<file path="src/hdl/dfse_pkg.sv">
// types, constants and waveform functions of the dshot frame encoder
package dfse_pkg;

    localparam int SPEED_W      = 26;
    localparam int VALUE_W      = 16;
    localparam int FRAME_W      = 16;
    localparam int MAX_BYTES    = 18;
    localparam int STREAM_W     = MAX_BYTES * 8;
    localparam int IDX_W        = 5;
    localparam int QUEUE_DEPTH  = 2;

    localparam logic [SPEED_W-1:0] SPEED_RESET   = 26'd2400000;
    localparam logic [SPEED_W-1:0] SPEED_900K    = 26'd900000;
    localparam logic [SPEED_W-1:0] SPEED_1400K   = 26'd1400000;
    localparam logic [SPEED_W-1:0] SPEED_1500K   = 26'd1500000;
    localparam logic [SPEED_W-1:0] SPEED_1600K   = 26'd1600000;
    localparam logic [10:0]        VALUE_MAX     = 11'd2047;

    // waveform codes
    localparam logic [1:0] MODE_SYM3    = 2'd0;
    localparam logic [1:0] MODE_SYM5    = 2'd1;
    localparam logic [1:0] MODE_SYM5_PAD = 2'd2;
    localparam logic [1:0] MODE_SYM8    = 2'd3;

    // symbol patterns
    localparam logic [2:0] SYM3_ONE   = 3'b110;
    localparam logic [2:0] SYM3_ZERO  = 3'b100;
    localparam logic [4:0] SYM5_ONE   = 5'h1e;
    localparam logic [4:0] SYM5_ZERO  = 5'h10;
    localparam logic [4:0] SYM5P_ZERO = 5'h18;
    localparam logic [7:0] SYM8_ONE   = 8'hfc;
    localparam logic [7:0] SYM8_ZERO  = 8'he0;

    typedef struct packed {
        logic [VALUE_W-1:0] throttle_value;
        logic               telemetry_request;
    } in_item_t;

    typedef struct packed {
        logic [7:0] spi_byte;
        logic       last_byte;
    } out_item_t;

    // classified frame handed from front to back
    typedef struct packed {
        logic [FRAME_W-1:0] frame;
        logic [1:0]         mode;
    } frame_cmd_t;

    // saturate, append telemetry bit and xor checksum
    function automatic logic [FRAME_W-1:0] build_frame(logic [VALUE_W-1:0] value,
                                                        logic telem);
        logic [10:0] sat;
        logic [11:0] word;
        logic [3:0]  csum;
        sat  = (value > VALUE_W'(VALUE_MAX)) ? VALUE_MAX : value[10:0];
        word = {sat, telem};
        csum = word[3:0] ^ word[7:4] ^ word[11:8];
        return {word, csum};
    endfunction

    // pick the waveform from the spi clock rate
    function automatic logic [1:0] speed_mode(logic [SPEED_W-1:0] speed);
        logic [1:0] m;
        if (speed == SPEED_900K)
            m = MODE_SYM3;
        else if (speed == SPEED_1400K)
            m = MODE_SYM5;
        else if (speed >= SPEED_1500K && speed <= SPEED_1600K)
            m = MODE_SYM5_PAD;
        else
            m = MODE_SYM8;
        return m;
    endfunction

    // index of the final byte of a run
    function automatic logic [IDX_W-1:0] last_index(logic [1:0] mode);
        logic [IDX_W-1:0] r;
        case (mode)
            MODE_SYM3:     r = IDX_W'(6);
            MODE_SYM5:     r = IDX_W'(10);
            MODE_SYM5_PAD: r = IDX_W'(11);
            MODE_SYM8:     r = IDX_W'(17);
            default:       r = IDX_W'(17);
        endcase
        return r;
    endfunction

    // full bit stream of a frame, first bit sent at the top
    function automatic logic [STREAM_W-1:0] wave_stream(logic [FRAME_W-1:0] frame,
                                                         logic [1:0] mode);
        logic [STREAM_W-1:0] s;
        logic                f;
        s = '0;
        for (int i = 0; i < FRAME_W; i++)
        begin
            f = frame[FRAME_W-1-i];
            case (mode)
                MODE_SYM3:
                    s[STREAM_W-1-3*i -: 3] = f ? SYM3_ONE : SYM3_ZERO;
                MODE_SYM5:
                    s[STREAM_W-1-5*i -: 5] = f ? SYM5_ONE : SYM5_ZERO;
                MODE_SYM5_PAD:
                    s[STREAM_W-9-5*i -: 5] = f ? SYM5_ONE : SYM5P_ZERO;
                default:
                    s[STREAM_W-1-8*i -: 8] = f ? SYM8_ONE : SYM8_ZERO;
            endcase
        end
        return s;
    endfunction

endpackage

</file>
<file path="src/hdl/dfse_front.sv">
// front: speed register, frame build and waveform classification
module dfse_front (
    input  logic                          clk,
    input  logic                          rst_n,
    input  logic                          cfg_we,
    input  logic [dfse_pkg::SPEED_W-1:0]  cfg_data,
    input  logic                          push,
    input  dfse_pkg::in_item_t            in_item,
    input  logic                          q_full,
    output logic                          q_wr,
    output dfse_pkg::frame_cmd_t          q_wdata
);
    import dfse_pkg::*;

    logic [SPEED_W-1:0] speed_reg;

    // speed register
    always_ff @(posedge clk or negedge rst_n)
    begin
        if (!rst_n)
            speed_reg <= SPEED_RESET;
        else if (cfg_we)
            speed_reg <= cfg_data;
    end

    // accept and classify an item
    assign q_wr          = push && !q_full;
    assign q_wdata.frame = build_frame(in_item.throttle_value, in_item.telemetry_request);
    assign q_wdata.mode  = speed_mode(speed_reg);

endmodule

</file>
<file path="src/hdl/dfse_queue.sv">
// short queue of classified frames between front and back
module dfse_queue #(
    parameter int DEPTH = dfse_pkg::QUEUE_DEPTH
) (
    input  logic                  clk,
    input  logic                  rst_n,
    input  logic                  wr,
    input  dfse_pkg::frame_cmd_t  wdata,
    input  logic                  rd,
    output dfse_pkg::frame_cmd_t  rdata,
    output logic                  full,
    output logic                  empty
);
    import dfse_pkg::*;

    localparam int PW = (DEPTH > 1) ? $clog2(DEPTH) : 1;
    localparam int CW = $clog2(DEPTH + 1);

    frame_cmd_t     slot_reg [DEPTH];
    logic [PW-1:0]  wr_ptr_reg, wr_ptr_next;
    logic [PW-1:0]  rd_ptr_reg, rd_ptr_next;
    logic [CW-1:0]  count_reg, count_next;
    logic           do_wr, do_rd;

    assign full  = (count_reg == CW'(DEPTH));
    assign empty = (count_reg == '0);
    assign do_wr = wr && !full;
    assign do_rd = rd && !empty;
    assign rdata = slot_reg[rd_ptr_reg];

    // pointer and count update
    always_comb
    begin
        wr_ptr_next = wr_ptr_reg;
        rd_ptr_next = rd_ptr_reg;
        count_next  = count_reg;
        if (do_wr)
            wr_ptr_next = (wr_ptr_reg == PW'(DEPTH - 1)) ? '0 : wr_ptr_reg + 1'b1;
        if (do_rd)
            rd_ptr_next = (rd_ptr_reg == PW'(DEPTH - 1)) ? '0 : rd_ptr_reg + 1'b1;
        if (do_wr && !do_rd)
            count_next = count_reg + 1'b1;
        else if (do_rd && !do_wr)
            count_next = count_reg - 1'b1;
    end

    always_ff @(posedge clk or negedge rst_n)
    begin
        if (!rst_n)
        begin
            wr_ptr_reg <= '0;
            rd_ptr_reg <= '0;
            count_reg  <= '0;
        end
        else
        begin
            wr_ptr_reg <= wr_ptr_next;
            rd_ptr_reg <= rd_ptr_next;
            count_reg  <= count_next;
        end
    end

    // slot storage
    always_ff @(posedge clk)
    begin
        if (do_wr)
            slot_reg[wr_ptr_reg] <= wdata;
    end

endmodule

</file>
<file path="src/hdl/dfse_back.sv">
// back: byte sequencer and output register
module dfse_back (
    input  logic                  clk,
    input  logic                  rst_n,
    input  logic                  q_empty,
    input  dfse_pkg::frame_cmd_t  q_rdata,
    output logic                  q_rd,
    input  logic                  pop,
    output logic                  empty,
    output dfse_pkg::out_item_t   out_item
);
    import dfse_pkg::*;

    logic [IDX_W-1:0]    idx_reg, idx_next;
    logic                valid_reg, valid_next;
    out_item_t           data_reg;
    logic [STREAM_W-1:0] stream;
    logic                advance, take, at_last;
    logic [7:0]          cur_byte;

    // current byte of the head frame
    assign stream   = wave_stream(q_rdata.frame, q_rdata.mode);
    assign cur_byte = stream[STREAM_W-1-8*idx_reg -: 8];
    assign at_last  = (idx_reg == last_index(q_rdata.mode));

    // output slot is free or being taken
    assign advance = !valid_reg || pop;
    assign take    = advance && !q_empty;
    assign q_rd    = take && at_last;

    always_comb
    begin
        idx_next   = idx_reg;
        valid_next = take || (valid_reg && !pop);
        if (take)
            idx_next = at_last ? '0 : idx_reg + 1'b1;
    end

    always_ff @(posedge clk or negedge rst_n)
    begin
        if (!rst_n)
        begin
            idx_reg   <= '0;
            valid_reg <= 1'b0;
        end
        else
        begin
            idx_reg   <= idx_next;
            valid_reg <= valid_next;
        end
    end

    // output payload
    always_ff @(posedge clk)
    begin
        if (take)
        begin
            data_reg.spi_byte  <= cur_byte;
            data_reg.last_byte <= at_last;
        end
    end

    assign empty    = !valid_reg;
    assign out_item = data_reg;

endmodule

</file>
<file path="src/hdl/dshot_frame_spi_encoder.sv">
// DShot frame encoder: turns throttle items into runs of SPI bytes.
// Each item gives a 16-bit value (saturated at 2047 to 11 bits) and a telemetry bit; a
// 16-bit frame with xor checksum is built and sent as 7, 11, 12 or 18 bytes,
// the waveform picked by the spi_speed register at the time the item is
// accepted. Bytes leave at one per clock from the back sequencer while pop
// takes them, and runs of successive frames follow each other with no gap
// when the next frame is queued. The input side takes an item whenever the
// frame queue between front and back has room, independent of output stalls;
// with the back idle, the first byte of an item passes through the queue slot
// and then the output register before it is offered.
module dshot_frame_spi_encoder #(
    parameter int QUEUE_DEPTH = dfse_pkg::QUEUE_DEPTH
) (
    input  logic                          clk,
    input  logic                          rst_n,
    input  logic                          cfg_we,
    input  logic [dfse_pkg::SPEED_W-1:0]  cfg_data,
    input  logic                          push,
    output logic                          full,
    input  dfse_pkg::in_item_t            in_item,
    input  logic                          pop,
    output logic                          empty,
    output dfse_pkg::out_item_t           out_item
);
    import dfse_pkg::*;

    frame_cmd_t q_wdata, q_rdata;
    logic       q_wr, q_rd, q_full, q_empty;

    // front end
    dfse_front u_front (
        .clk      (clk),
        .rst_n    (rst_n),
        .cfg_we   (cfg_we),
        .cfg_data (cfg_data),
        .push     (push),
        .in_item  (in_item),
        .q_full   (q_full),
        .q_wr     (q_wr),
        .q_wdata  (q_wdata)
    );

    // frame queue
    dfse_queue #(
        .DEPTH (QUEUE_DEPTH)
    ) u_queue (
        .clk   (clk),
        .rst_n (rst_n),
        .wr    (q_wr),
        .wdata (q_wdata),
        .rd    (q_rd),
        .rdata (q_rdata),
        .full  (q_full),
        .empty (q_empty)
    );

    // back end
    dfse_back u_back (
        .clk      (clk),
        .rst_n    (rst_n),
        .q_empty  (q_empty),
        .q_rdata  (q_rdata),
        .q_rd     (q_rd),
        .pop      (pop),
        .empty    (empty),
        .out_item (out_item)
    );

    assign full = q_full;

endmodule

</file>
<file path="config.mk">
export PLATFORM = sky130hd
export DESIGN_NAME = dshot_frame_spi_encoder
export DESIGN_NICKNAME = d
export VERILOG_FILES = /design/src/hdl/dfse_pkg.sv /design/src/hdl/dfse_front.sv /design/src/hdl/dfse_queue.sv /design/src/hdl/dfse_back.sv /design/src/hdl/dshot_frame_spi_encoder.sv
export SDC_FILE = /design/constraint.sdc
export NUM_CORES = 1
export LEC_CHECK = 0
export BUFFER_PORTS_ARGS = -buffer_cell sky130_fd_sc_hd__buf_2
export CAP_MARGIN = 10
export CORE_MARGIN = 3
export CORE_UTILIZATION = 51
export CTS_CLUSTER_SIZE = 30
export DETAILED_ROUTE_END_ITERATION = 10
export GPL_TIMING_DRIVEN = 1
export PLACE_DENSITY_LB_ADDON = 0.1
export SLEW_MARGIN = 30
export SYNTH_ARGS = -nofsm -noshare
export SYNTH_HDL_FRONTEND = slang
export SYNTH_SLANG_ARGS = --single-unit
</file>
<file path="constraint.sdc">
create_clock -name clk -period 6.6 [get_ports clk]
set_input_delay 0 -clock clk [delete_from_list [all_inputs] [get_ports clk]]
set_output_delay 0 -clock clk [all_outputs]
set_load 0.01 [all_outputs]
</file>
==> Yosys cells after proc, flatten, opt, wreduce, memory -nomap -nowiden <==
Memories as Yosys holds them, arrays and structs flattened.
Cells that the tools add are included.
{ "word_totals": {"register_bits": 45, "ramBits": 36, "inputBits": 48, "out_inout_bits": 11, "elab_cells": 191, "memories": 1} }
{ "op_classes": {"add_sub_neg": 6, "magnitude_cmp": 3, "eq_ne": 7, "n_shift": 1, "n_mux": 141, "bitwise": 2, "n_reduce_logical": 22} }
{ "memory_table": {"columns": ["name", "words", "width", "read_ports", "rd_clocked_by_memory_dff", "write_ports", "line", "rtl"], "rows": [
  ["u_queue.slot_reg", 2, 18, 1, 0, 1, "dfse_queue.sv:19", "frame_cmd_t slot_reg [DEPTH];"]
]} }
{ "op_table": {"columns": ["cell", "n"], "rows": [
  ["two-way mux 5 bit", 43],
  ["variable part select 151 x 33 -> 8 bit", 1],
  ["two-way mux 3 bit", 33],
  ["two-way mux 8 bit", 11],
  ["two-way mux 4 bit", 18],
  ["two-way mux 2 bit", 23],
  ["== test 26 x 20 -> 1 bit (second input constant)", 1],
  ["== test 26 x 21 -> 1 bit (second input constant)", 1],
  [">= comparator 26 x 21 -> 1 bit (second input constant)", 1],
  ["less-or-equal comparator 26 x 21 -> 1 bit (second input constant)", 1],
  ["one-hot mux 5 bit (4 select lines)", 1],
  ["> comparator 16 x 11 -> 1 bit (second input constant)", 1],
  ["two-way mux 11 bit", 1],
  ["logical AND 1 bit", 9],
  ["one-hot mux 3 bit (3 select lines)", 1],
  ["subtractor 8 x 8 -> 9 bit (first input constant)", 1],
  ["one-hot mux 2 bit (2 select lines)", 2],
  ["bitwise XOR 4 bit", 2],
  ["two-way mux 1 bit", 7],
  ["== test 2 bit (second input constant)", 3],
  ["zero test 1 bit", 6],
  ["adder 5 x 1 -> 5 bit (second input constant)", 1],
  ["== test 5 bit", 1],
  ["zero test 2 bit", 2],
  ["other kinds (9)", 11]
]} }

==> Longest topological paths before layout <==
Gate-level depths: netlist (run 1).
An unclocked memory read counts as a cell.
{ "logic_depth": {"ltp_word": 9, "mapped_depth": 13, "mapped_depth_nobuf": 11} }

==> Hierarchy <==
Synthesis (run 1) repeated with hierarchy kept, for this count alone.
{ "unflattened": {"cells_unflattened": 574, "hier_area_um2": 5666.7} }
{ "by_module_without_submodules": {"columns": ["module", "n_inst", "cells_per_inst", "area_per_inst_um2", "seq_area_each_um2"], "rows": [
  ["dfse_back", 1, 376, 2702.6, 420.4],
  ["dfse_queue", 1, 75, 1545.2, 1181.1],
  ["dfse_front", 1, 123, 1418.9, 660.6]
]} }

==> Worst setup path before layout (run 1) <==
Ideal clock, no wire load.
{ "synth_path": {"kind": "reg-to-reg", "startpoint": "memory u_queue.slot_reg[1][1] (netlist name)", "endpoint": "register u_back.data_reg (netlist bit u_back.out_item[4]) (data pin)", "setup_time_ns": 0.157, "arrival_time_ns": 2.707, "required_time_ns": 6.443, "setup_slack_ns": 3.736, "path_stages_with_launch": 13, "path_buffers": 3, "synth_period_minus_slack_ns": 2.864, "path_cell_list": "edfxtp_1 -> clkbuf_1 -> mux2i_1 -> clkbuf_1 -> inv_1 -> ha_1 -> buf_1 -> mux2i_1 -> mux2_2 -> o2111a_1 -> o41ai_1 -> a31oi_1 -> nor3_1"} }
{ "synth_via": {"elab_chain_len": 7, "word_cells_on_any_way": 72, "cone_classes": "eq/ne: 2; shift: 1; mux: 65; reduce/logical: 3; memory: 1"} }
{ "synth_lines": {"columns": ["element", "line", "rtl"], "rows": [
  ["start, declared", "dfse_queue.sv:19", null],
  ["memory read (2 x 18 bit) *", null, null],
  ["== test 2 x 1 -> 1 bit or zero test 2 bit (tied branches)", "dfse_pkg.sv:98", "case (mode)"],
  ["OR reduction 2 bit (no source line) or two-way mux 8 bit (tied branches)", null, null],
  ["two-way mux 8 bit or two-way mux 5 bit (tied branches)", "dfse_pkg.sv:98", null],
  ["two-way mux 5 bit", "dfse_pkg.sv:98", null],
  ["two-way mux 5 bit or two-way mux 3 bit (tied branches)", "dfse_pkg.sv:98", null],
  ["variable part select 151 x 33 -> 8 bit *", "dfse_back.sv:23", "assign cur_byte = stream[STREAM_W-1-8*idx_reg -: 8];"],
  ["via u_back.cur_byte[3]", "dfse_back.sv:19", "logic [7:0] cur_byte;"],
  ["end, declared", "dfse_back.sv:16", "out_item_t data_reg;"]
]} }
Mark *: on every way through the listed nets, which the timed path passes. The rest lies on a longest branch.
A chain may end at the register's enable or synchronous reset.

==> Final worst setup path (run 1) <==
{ "layout_path": {"startpoint": "register u_queue.rd_ptr_reg", "endpoint": "register u_back.data_reg (netlist bit u_back.out_item[7]) (data pin)"} }
{ "layout_via": {"elab_chain_len": 7, "word_cells_on_any_way": 136, "cone_classes": "eq/ne: 2; shift: 1; mux: 129; reduce/logical: 3; memory: 1"} }
{ "layout_lines": {"columns": ["element", "line", "rtl"], "rows": [
  ["start, declared", "dfse_queue.sv:21", "logic [PW-1:0] rd_ptr_reg, rd_ptr_next;"],
  ["start signal, assigned", "dfse_queue.sv:58", "rd_ptr_reg <= rd_ptr_next;"],
  ["memory read (2 x 18 bit) *", null, null],
  ["== test 2 x 1 -> 1 bit (tied with other cells)", "dfse_pkg.sv:98", null],
  ["OR reduction 2 bit (no source line) or two-way mux 8 bit (tied branches)", null, null],
  ["two-way mux 8 bit or two-way mux 5 bit (tied branches)", "dfse_pkg.sv:98", null],
  ["two-way mux 5 bit", "dfse_pkg.sv:98", null],
  ["two-way mux 5 bit or two-way mux 3 bit (tied branches)", "dfse_pkg.sv:98", null],
  ["variable part select 151 x 33 -> 8 bit *", "dfse_back.sv:23", null],
  ["via u_back.cur_byte[6]", "dfse_back.sv:19", null]
]} }
Marks and branches as above.

==> results.py, run 1 <==
metrics = {
    "synth": {
        "ys_warn_count": 0,
        "synth_nets": 633,
        "synthArstFlopShare": 0.444,
        "yosysMostFrequentCell": "nand2_1",
        "synth_top_cells_by_count": "nand2_1, edfxtp_1, mux2_2, a21oi_1, o21ai_0",
        "synth_edf_count": 45,
        "syn_inst": 575,
        "ys_seq_area_frac": 0.407,
        "ys_ff_latch": 81,
        "synth_area_mm2": 0.00556,
        "ys.flop_type": "edfxtp_1",
        "synth_top_cells_by_area": "edfxtp_1, dfrtp_1, mux2_2, mux2i_1, nand2_1",
        "synth_top_area_share": 0.243,
        "ys_types": 69,
        "synth_largest_area_cell": "edfxtp_1",
        "avgSynthCellArea_um2": 9.67,
    },
    "route": {
        "routed_wl_um": 16700,
        "dr.pass1.iters": 5,
        "ant_nets": 0,
        "drcViolationCount": 0,
        "via_count": 5145,
        "drtIter0Drc": 513,
        "wl_per_cell_um": 21.0,
        "vias_per_cell": 6.50,
    },
    "sta": {
        "holdWs_ns": 0.0728,
        "maxSlewHeadroom": 0.371,
        "fin_skew_ns": 0.0158,
        "fin_ws_ns": 2.41,
        "drv_slew": 0,
        "rsz0062_at_grt": "no",
        "finalHoldViolations": 0,
        "worst_slew_pin_slew_ns": 0.940,
        "clock.fmax_ghz": 0.238,
        "fin_setup_tns_ns": 0,
        "period_needed_ns": 4.19,
        "setup_viol": 0,
        "period_share": 0.635,
    },
    "cts": {
        "ctsRootBufferMaster": "clkbuf_8",
        "tritoncts": "yes",
        "clock_latency_ns": 0.37,
        "cts_buffers": 9,
        "htreeDepth": 3,
        "cts_buffer_depth": 2,
        "cts.sinks": 81,
        "clkTransAtPathRegs_ns": 0.09,
        "ctsResizeCount": 0,
    },
    "worst_setup_path": {
        "arrival_ns": 4.30,
        "crit_slowest_cell": "mux2i_1",
        "critPathLaunchType": "register",
        "slowest_delay_ns": 0.59,
        "worstPathMaxFanout": 43,
        "crit_start": "u_queue.rd_ptr_reg",
        "worstPathCellList": "buf_4, mux2i_1, inv_1, ha_1, buf_4, inv_1, nor2_1, a222oi_1, a211oi_1, a2111oi_0",
        "endpoint_kind": "register",
        "reg2regPathDepth": 10,
        "crit_type": "register to register",
        "reg2reg_from": "u_queue.rd_ptr_reg",
        "crit_required_ns": 6.70,
        "r2r_end": "u_back.out_item[7]",
        "ff2ff_setup_slack_ns": 2.41,
    },
    "grt": {
        "track_usage": 0.266,
        "grt_max_degree": 50,
        "grt_pass1_wl_um": 25800,
        "gr-total-overflow": 0,
        "antenna_found_initial": 0,
        "grt_pass1_vias": 4935,
    },
    "die": {
        "fp-row-count": 37,
        "ios": 59,
        "die-area_mm2": 0.0122,
        "die_x_um": 110,
        "coreArea_mm2": 0.0105,
        "start_util": 0.532,
        "fp.dieH_um": 110,
    },
    "placement": {
        "numPortBuffers": 58,
        "dp.final_hpwl_um": 11500,
        "gp_congestion": 0.989,
        "dp_cells": 735,
        "place_ws_ns": 2.36,
    },
    "power": {
        "ir_drop_uv": 297,
        "leakage_nw": 2.37,
        "power.density_mw_per_mm2": 380,
    },
    "hold_path": {
        "min_from": "in_item[15]",
        "min_to": "u_queue.slot_reg[0][12]",
        "hold_depth": 2,
        "hp-class": "primary input to register",
    },
    "finish": {
        "antenna_cells": 0,
        "fillers": 878,
        "nets": 709,
        "largest_reg_flops": 36,
        "final_cells": 792,
        "area_growth_pct": 18.0,
        "drive_above_1_share": 0.212,
    },
    "outcome": {
        "status": "finished, final reports clean",
    },
    "run": {
        "cap_violations": 0,
    },
}
## what timing repair did
| action | CTS | global route |
|---|---|---|
| buffers inserted | 0 | 0 |
| endpoints found under the hold margin | 86 | 0 |
| hold buffers | 41 | 0 |
## cell type report
cell class	instances	area (µm²)	share of cell area
Tap cell	136	170	0.0259
Clock buffer	14	228	0.0347
Clock inverter	2	17.5	0.00267
Timing Repair Buffer	106	753	0.115
Sequential cell	81	2260	0.345
Multi-Input combinational cell	438	3070	0.468
Inverter	15	56.3	0.00858
## cell families (layout without fill, tap and decap cells)
kind of cell | Yosys count | count (layout) | synth area share
xor+xnor | 18 | 18 | 0.0283
flops | 81 | 81 | 0.407
mux | 65 | 65 | 0.136
fa+ha+maj | 10 | 10 | 0.0225
buf+inv | 56 | 137 | 0.0418
compound gates | 168 | 168 | 0.204
simple gates | 177 | 177 | 0.160
## stage by stage
| stage | utilization | power, W | instance area, µm² |
|---|---|---|---|
| 2_1_floorplan | - | 0.00165 | 5560 |
| 4_1_cts | 0.627 | 0.00245 | 6560 |
| 3_3_place_gp | 0.564 | 0.00200 | 5900 |
| 5_1_grt | 0.627 | 0.00263 | 6560 |
| 3_5_place_dp | 0.564 | 0.00201 | 5900 |
| 6_report | 0.627 | 0.00250 | 6560 |
## worst max-delay path by stage
stage | endpoint | slack (ns)
finish | u_back.out_item[7] | 2.41
global route | u_back.out_item[7] | 2.01
CTS | u_queue.count_reg[1] | 2.36
detailed placement | u_back.out_item[7] | 2.36
global placement | u_queue.count_reg[1] | 2.58
floorplan | u_back.out_item[4] | 3.74
## power breakdown
| part | switching [W] | internal [W] |
|---|---|---|
| registers | 0.0000803 | 0.000683 |
| clock network | 0.000194 | 0.000231 |
| logic | 0.000845 | 0.000462 |
## layout by cell type, fill, tap and decap left out, types with 5 or more instances in the layout
cell,synthesis,layout
inv_1,14,14
buf_2,6,58
dfstp_2,8,8
nor3_1,15,15
buf_4,4,7
ha_1,10,10
nor2_1,31,31
or3_1,12,12
nand3_1,8,8
o21ai_0,33,33
mux2_2,36,36
mux2i_1,24,22
o31ai_1,6,6
a31oi_1,15,15
a21oi_1,35,35
o22ai_1,5,5
clkbuf_8,0,9
edfxtp_1,45,45
nand2_1,60,60
a2111oi_0,6,6
a211oi_1,10,10
mux4_2,5,5
nor2b_1,11,11
xnor2_1,11,11
a311oi_1,5,5
xor2_1,7,7
nand2b_1,10,10
o211ai_1,6,6
dfrtp_1,28,27
dlygate4sd3_1,0,41
## worst max-delay path: cells and delay by family, from the launching register on
family	cells	cell delay [ns]
buf+inv	4	1.44
compound gates	3	1.08
mux	1	0.59
flops	1	0.38
fa+ha+maj	1	0.29
simple gates	1	0.15
## metal layers
metal,track usage,up-vias,wire (µm)
met1,0.332,2436,6660
met3,0.0811,78,1630
met5,0,-,0
li1,-,2346,-
met4,0.144,0,871
met2,0.414,285,7510
No activity file was read; power rests on OpenSTA's default activity.
==> inputs of run 2 (changes only) <==
==> constraint.sdc (replaced) <==
create_clock -name clk -period 4.2 [get_ports clk]
set_input_delay 0 -clock clk [delete_from_list [all_inputs] [get_ports clk]]
set_output_delay 0 -clock clk [all_outputs]
set_load 0.01 [all_outputs]
==> results.py, run 2 (same netlist as run 1, synthesis figures left out) <==
metrics = {
    "grt": {
        "use_met2": 0.471,
        "use_met3": 0.0658,
        "grt_max_degree": 43,
        "top_usage_layer": "met2",
        "grt_pass1_vias": 5153,
        "antenna_found_initial": 0,
        "gr-total-overflow": 0,
        "grt_pass1_wl_um": 28300,
        "grtUsageMet1": 0.376,
        "track_usage": 0.292,
    },
    "route": {
        "wl_per_cell_um": 22.8,
        "vias_per_cell": 6.52,
        "via_count": 5209,
        "dr.pass1.iters": 6,
        "drtIter0Drc": 496,
        "drcViolationCount": 0,
        "routed_wl_um": 18200,
        "ant_nets": 0,
    },
    "power": {
        "pwr-share-seq": 0.312,
        "power.density_mw_per_mm2": 597,
        "p_sw_w": 0.00180,
        "leakage_nw": 2.39,
        "switching_share": 0.458,
        "comb_power_share": 0.531,
        "ir_drop_uv": 387,
        "p_clk_frac": 0.156,
        "p_int_w": 0.00213,
    },
    "die": {
        "die-area_mm2": 0.0122,
        "fp-row-count": 37,
        "start_util": 0.532,
        "coreArea_mm2": 0.0105,
        "die_x_um": 110,
        "fp.dieH_um": 110,
        "ios": 59,
    },
    "worst_setup_path": {
        "crit_start": "u_queue.slot_reg[1][0]",
        "slowest_delay_ns": 0.64,
        "crit_required_ns": 4.40,
        "critPathLaunchType": "register",
        "crit_type": "register to register",
        "arrival_ns": 3.79,
        "reg2reg_from": "u_queue.slot_reg[1][0]",
        "worstPathMaxFanout": 20,
        "worstPathCellList": "mux2i_1, inv_1, ha_1, buf_4, nor2_1, a311oi_1, o41ai_1, a31oi_1, nor3_1",
        "endpoint_kind": "register",
        "crit_slowest_cell": "o41ai_1",
    },
    "finish": {
        "mostFrequentLayoutCells": "nand2_1, buf_2, edfxtp_1, dlygate4sd3_1, mux2_2",
        "seq_area_mm2": 0.00226,
        "fillers": 885,
        "nets": 716,
        "antenna_cells": 0,
        "area_growth_pct": 18.5,
        "largest_reg_flops": 36,
        "final_common_cell": "nand2_1",
        "multiInputGateArea_mm2": 0.00307,
        "drive_above_1_share": 0.220,
    },
    "sta": {
        "drv_slew": 0,
        "period_needed_ns": 3.59,
        "holdWs_ns": 0.0716,
        "fin_setup_tns_ns": 0,
        "finalHoldViolations": 0,
        "fin_skew_ns": 0.0146,
        "setup_viol": 0,
        "worst_slew_pin_slew_ns": 1.02,
        "clock.fmax_ghz": 0.279,
        "rsz0062_at_grt": "no",
        "period_share": 0.855,
        "maxSlewHeadroom": 0.298,
    },
    "cts": {
        "tritoncts": "yes",
        "cts.sinks": 81,
        "ctsResizeCount": 0,
        "cts_setup_buffers": 0,
        "ctsHoldBuffers": 40,
        "clkTransAtPathRegs_ns": 0.09,
        "clock_latency_ns": 0.36,
        "cts_buffers": 9,
        "cts_buffer_depth": 2,
        "ctsRootBufferMaster": "clkbuf_8",
        "htreeDepth": 3,
    },
    "outcome": {
        "status": "finished, final reports clean",
    },
    "placement": {
        "dp.final_hpwl_um": 12500,
        "gp_congestion": 0.994,
        "numPortBuffers": 58,
    },
    "hold_path": {
        "min_from": "in_item[8]",
        "hp-class": "primary input to register",
    },
    "run": {
        "cap_violations": 0,
    },
}
[run 2: changes by cell type in the layout (fill, tap and decap cells not counted)]
cell and change:
buf_4 +7, buf_12 +1, dlygate4sd3_1 -1, and3_2 +1, and3_1 -1, clkinv_4 +1
mux2i_1 +2, mux2i_2 -2, clkbuf_8 +1, clkbuf_16 -2
[run 2: power groups by stage]
stage / sequential (W) / combinational (W) / clock (W)
after global placement: 0.00123 / 0.00202 / 0
after global routing: 0.00125 / 0.00223 / 0.000661
after detailed placement: 0.00124 / 0.00198 / 0
after CTS: 0.00123 / 0.00202 / 0.000626
after floorplan: 0.00119 / 0.00139 / 0
final: 0.00123 / 0.00209 / 0.000616
[run 2: final timing paths]
kind | end | slack, ns | cells after the start
max in group asynchronous | u_queue.rd_ptr_reg | 3.38 | 2
setup / recovery | u_back.out_item[4] | 0.61 | 9
hold / removal | u_queue.slot_reg[1][14] | 0.07 | 2
setup reg to reg | u_back.out_item[4] | 0.61 | 9
hold reg to reg | u_queue.count_reg[1] | 0.52 | 1
min in group asynchronous | u_queue.count_reg[1] | 0.26 | 2
[run 2: metal layers]
| layer | routed length (µm) | vias up |
|---|---|---|
| met2 | 8370 | 307 |
| li1 | - | 2357 |
| met5 | 0 | - |
| met3 | 1650 | 63 |
| met1 | 7400 | 2482 |
| met4 | 774 | 0 |
[run 2: final cells by class]
type,count,area share
Clock buffer,13,0.0290
Inverter,15,0.00854
Multi-Input combinational cell,438,0.465
Timing Repair Buffer,113,0.124
Tap cell,136,0.0258
Clock inverter,3,0.00399
Sequential cell,81,0.343
[run 2: worst max-delay path: cells and delay by family (launching register included)]
kind,cells,cell delay [ns]
AOI/OAI and AO/OA,3,1.01
buffers and inverters,2,0.57
muxes,1,0.53
and+or+nand+nor,2,0.47
DFF,1,0.45
adders and majority gates,1,0.40
[run 2: per-stage QoR]
step | utilization | instances | cell area (µm²) | setup slack, ns | power, W
final | 0.630 | 799 | 6590 | 0.610 | 0.00394
after global routing | 0.630 | 799 | 6590 | 0.413 | 0.00414
after CTS | 0.630 | 799 | 6590 | 0.742 | 0.00388
after detailed placement | 0.571 | 743 | 5970 | 0.739 | 0.00323
after global placement | 0.571 | 743 | 5970 | 0.898 | 0.00325
after floorplan | - | 575 | 5560 | 1.34 | 0.00259
==> inputs of run 3 (changes only) <==
--- a/config.mk
+++ b/config.mk
@@ -5,7 +5,7 @@
 export SDC_FILE = /design/constraint.sdc
 export NUM_CORES = 1
 export LEC_CHECK = 0
-export BUFFER_PORTS_ARGS = -buffer_cell sky130_fd_sc_hd__buf_2
+export BUFFER_PORTS_ARGS = -buffer_cell sky130_fd_sc_hd__clkbuf_2
 export CAP_MARGIN = 10
 export CORE_MARGIN = 3
 export CORE_UTILIZATION = 51
==> results.py, run 3 (same netlist as run 1, synthesis figures left out) <==
metrics = {
    "outcome": {
        "status": "finished, violations left",
        "violations": "negative hold slack",
    },
    "worst_setup_path": {
        "reg2reg_from": "u_queue.slot_reg[1][0]",
        "endpoint_kind": "register",
        "reg2regPathDepth": 10,
        "crit_type": "register to register",
        "crit_start": "u_queue.slot_reg[1][0]",
        "critPathLaunchType": "register",
        "crit_required_ns": 4.43,
        "arrival_ns": 3.78,
        "worstPathMaxFanout": 19,
    },
    "sta": {
        "period_share": 0.845,
        "maxSlewHeadroom": 0.419,
        "drv_slew": 0,
        "finalHoldViolations": 1,
        "fin_skew_ns": 0.0241,
        "rsz0062_at_grt": "no",
        "period_needed_ns": 3.55,
        "holdWs_ns": -0.000221,
        "setup_viol": 0,
        "fin_ws_ns": 0.649,
        "fin_setup_tns_ns": 0,
        "clock.fmax_ghz": 0.282,
        "worst_slew_pin_slew_ns": 0.847,
    },
    "cts": {
        "cts.sinks": 81,
        "ctsHoldBuffers": 40,
        "tritoncts": "yes",
        "cts_setup_buffers": 0,
        "ctsResizeCount": 0,
        "clock_latency_ns": 0.38,
        "ctsRootBufferMaster": "clkbuf_8",
        "htreeDepth": 3,
        "clkTransAtPathRegs_ns": 0.09,
        "cts_buffers": 9,
        "cts_buffer_depth": 2,
    },
    "grt": {
        "antenna_found_initial": 0,
        "grt_pass1_wl_um": 29400,
        "gr-total-overflow": 0,
        "grt_pass1_vias": 5168,
        "grt_max_degree": 42,
        "track_usage": 0.303,
    },
    "hold_path": {
        "hp-class": "primary input to register",
        "min_from": "in_item[8]",
        "hold_depth": 2,
    },
    "finish": {
        "area_growth_pct": 18.2,
        "final_cells": 801,
        "drive_above_1_share": 0.223,
        "final_util": 0.628,
        "final_common_cell": "nand2_1",
        "multiInputGateArea_mm2": 0.00307,
        "seq_area_mm2": 0.00226,
        "fillers": 853,
        "largest_reg_flops": 36,
        "mostFrequentLayoutCells": "nand2_1, clkbuf_2, edfxtp_1, dlygate4sd3_1, mux2_2",
        "antenna_cells": 0,
        "nets": 718,
    },
    "die": {
        "die_x_um": 110,
        "die-area_mm2": 0.0122,
        "start_util": 0.532,
        "ios": 59,
        "fp.dieH_um": 110,
        "fp-row-count": 37,
        "coreArea_mm2": 0.0105,
    },
    "placement": {
        "dp_cells": 745,
        "dp.final_hpwl_um": 12900,
        "numPortBuffers": 58,
        "gp_congestion": 1.01,
        "place_ws_ns": 0.796,
    },
    "power": {
        "p_sw_w": 0.00183,
        "leakage_nw": 2.41,
        "p_int_w": 0.00210,
        "power.density_mw_per_mm2": 597,
        "comb_power_share": 0.540,
        "switching_share": 0.466,
        "p_clk_frac": 0.148,
        "ir_drop_uv": 479,
        "pwr-share-seq": 0.313,
    },
    "route": {
        "via_count": 5248,
        "routed_wl_um": 18600,
        "wl_per_cell_um": 23.2,
        "ant_nets": 0,
        "drcViolationCount": 0,
        "drtIter0Drc": 477,
        "dr.pass1.iters": 5,
        "vias_per_cell": 6.55,
    },
    "run": {
        "cap_violations": 0,
    },
}
-- run 3: cell count changes in the layout (fill, tap and decap cells not counted), sizes merged --
cell	before	now
buf	73	18
clkbuf	13	67
clkinv	3	5
inv	15	16
-- run 3: power by group through the flow --
stage / Clock [W] / Combinational, W / Sequential (W)
2_1_floorplan: 0 / 0.00139 / 0.00119
3_3_place_gp: 0 / 0.00206 / 0.00123
3_5_place_dp: 0 / 0.00202 / 0.00124
4_1_cts: 0.000579 / 0.00207 / 0.00122
5_1_grt: 0.000612 / 0.00227 / 0.00125
6_report: 0.000579 / 0.00212 / 0.00123
-- run 3: area by class of cell --
cell class | instances | area share
clock buffers | 10 | 0.0226
repair buffers | 115 | 0.126
well taps | 136 | 0.0259
flip-flops and latches | 81 | 0.344
clock inverters | 6 | 0.00590
multi-input cells | 438 | 0.466
inverters | 15 | 0.00856
-- run 3: routing by layer --
metal	up-vias	track usage	wire length, µm	share of wire
met5	-	0	0	0
met4	0	0.113	622	0.033
met3	57	0.0773	1700	0.092
met2	319	0.489	8770	0.47
met1	2504	0.392	7480	0.40
li1	2368	-	-	-
-- run 3: metrics by stage --
step,instance area [µm²],power [W]
global route,6580,0.00413
detailed placement,5990,0.00326
floorplan,5560,0.00259
finish,6580,0.00392
CTS,6580,0.00386
global placement,5990,0.00329
-- run 3: critical path, stage by stage, from the launching register on --
cell	delay, ns
edfxtp_1	0.48
mux2i_1	0.57
inv_1	0.29
ha_1	0.41
buf_4	0.27
nor2_1	0.25
nand2_1	0.13
o311ai_0	0.36
a31oi_1	0.12
a2111o_1	0.39
a21oi_1	0.13
-- run 3: worst paths after layout --
path | to | slack (ns)
worst max-delay path | u_back.out_item[3] | 0.65
worst min-delay path | u_queue.slot_reg[0][14] | -0.0002
worst max register to register | u_back.out_item[3] | 0.65
worst min register to register | u_queue.wr_ptr_reg | 0.50
max in group asynchronous | u_queue.rd_ptr_reg | 3.39
min in group asynchronous | u_back.idx_reg[0] | 0.25
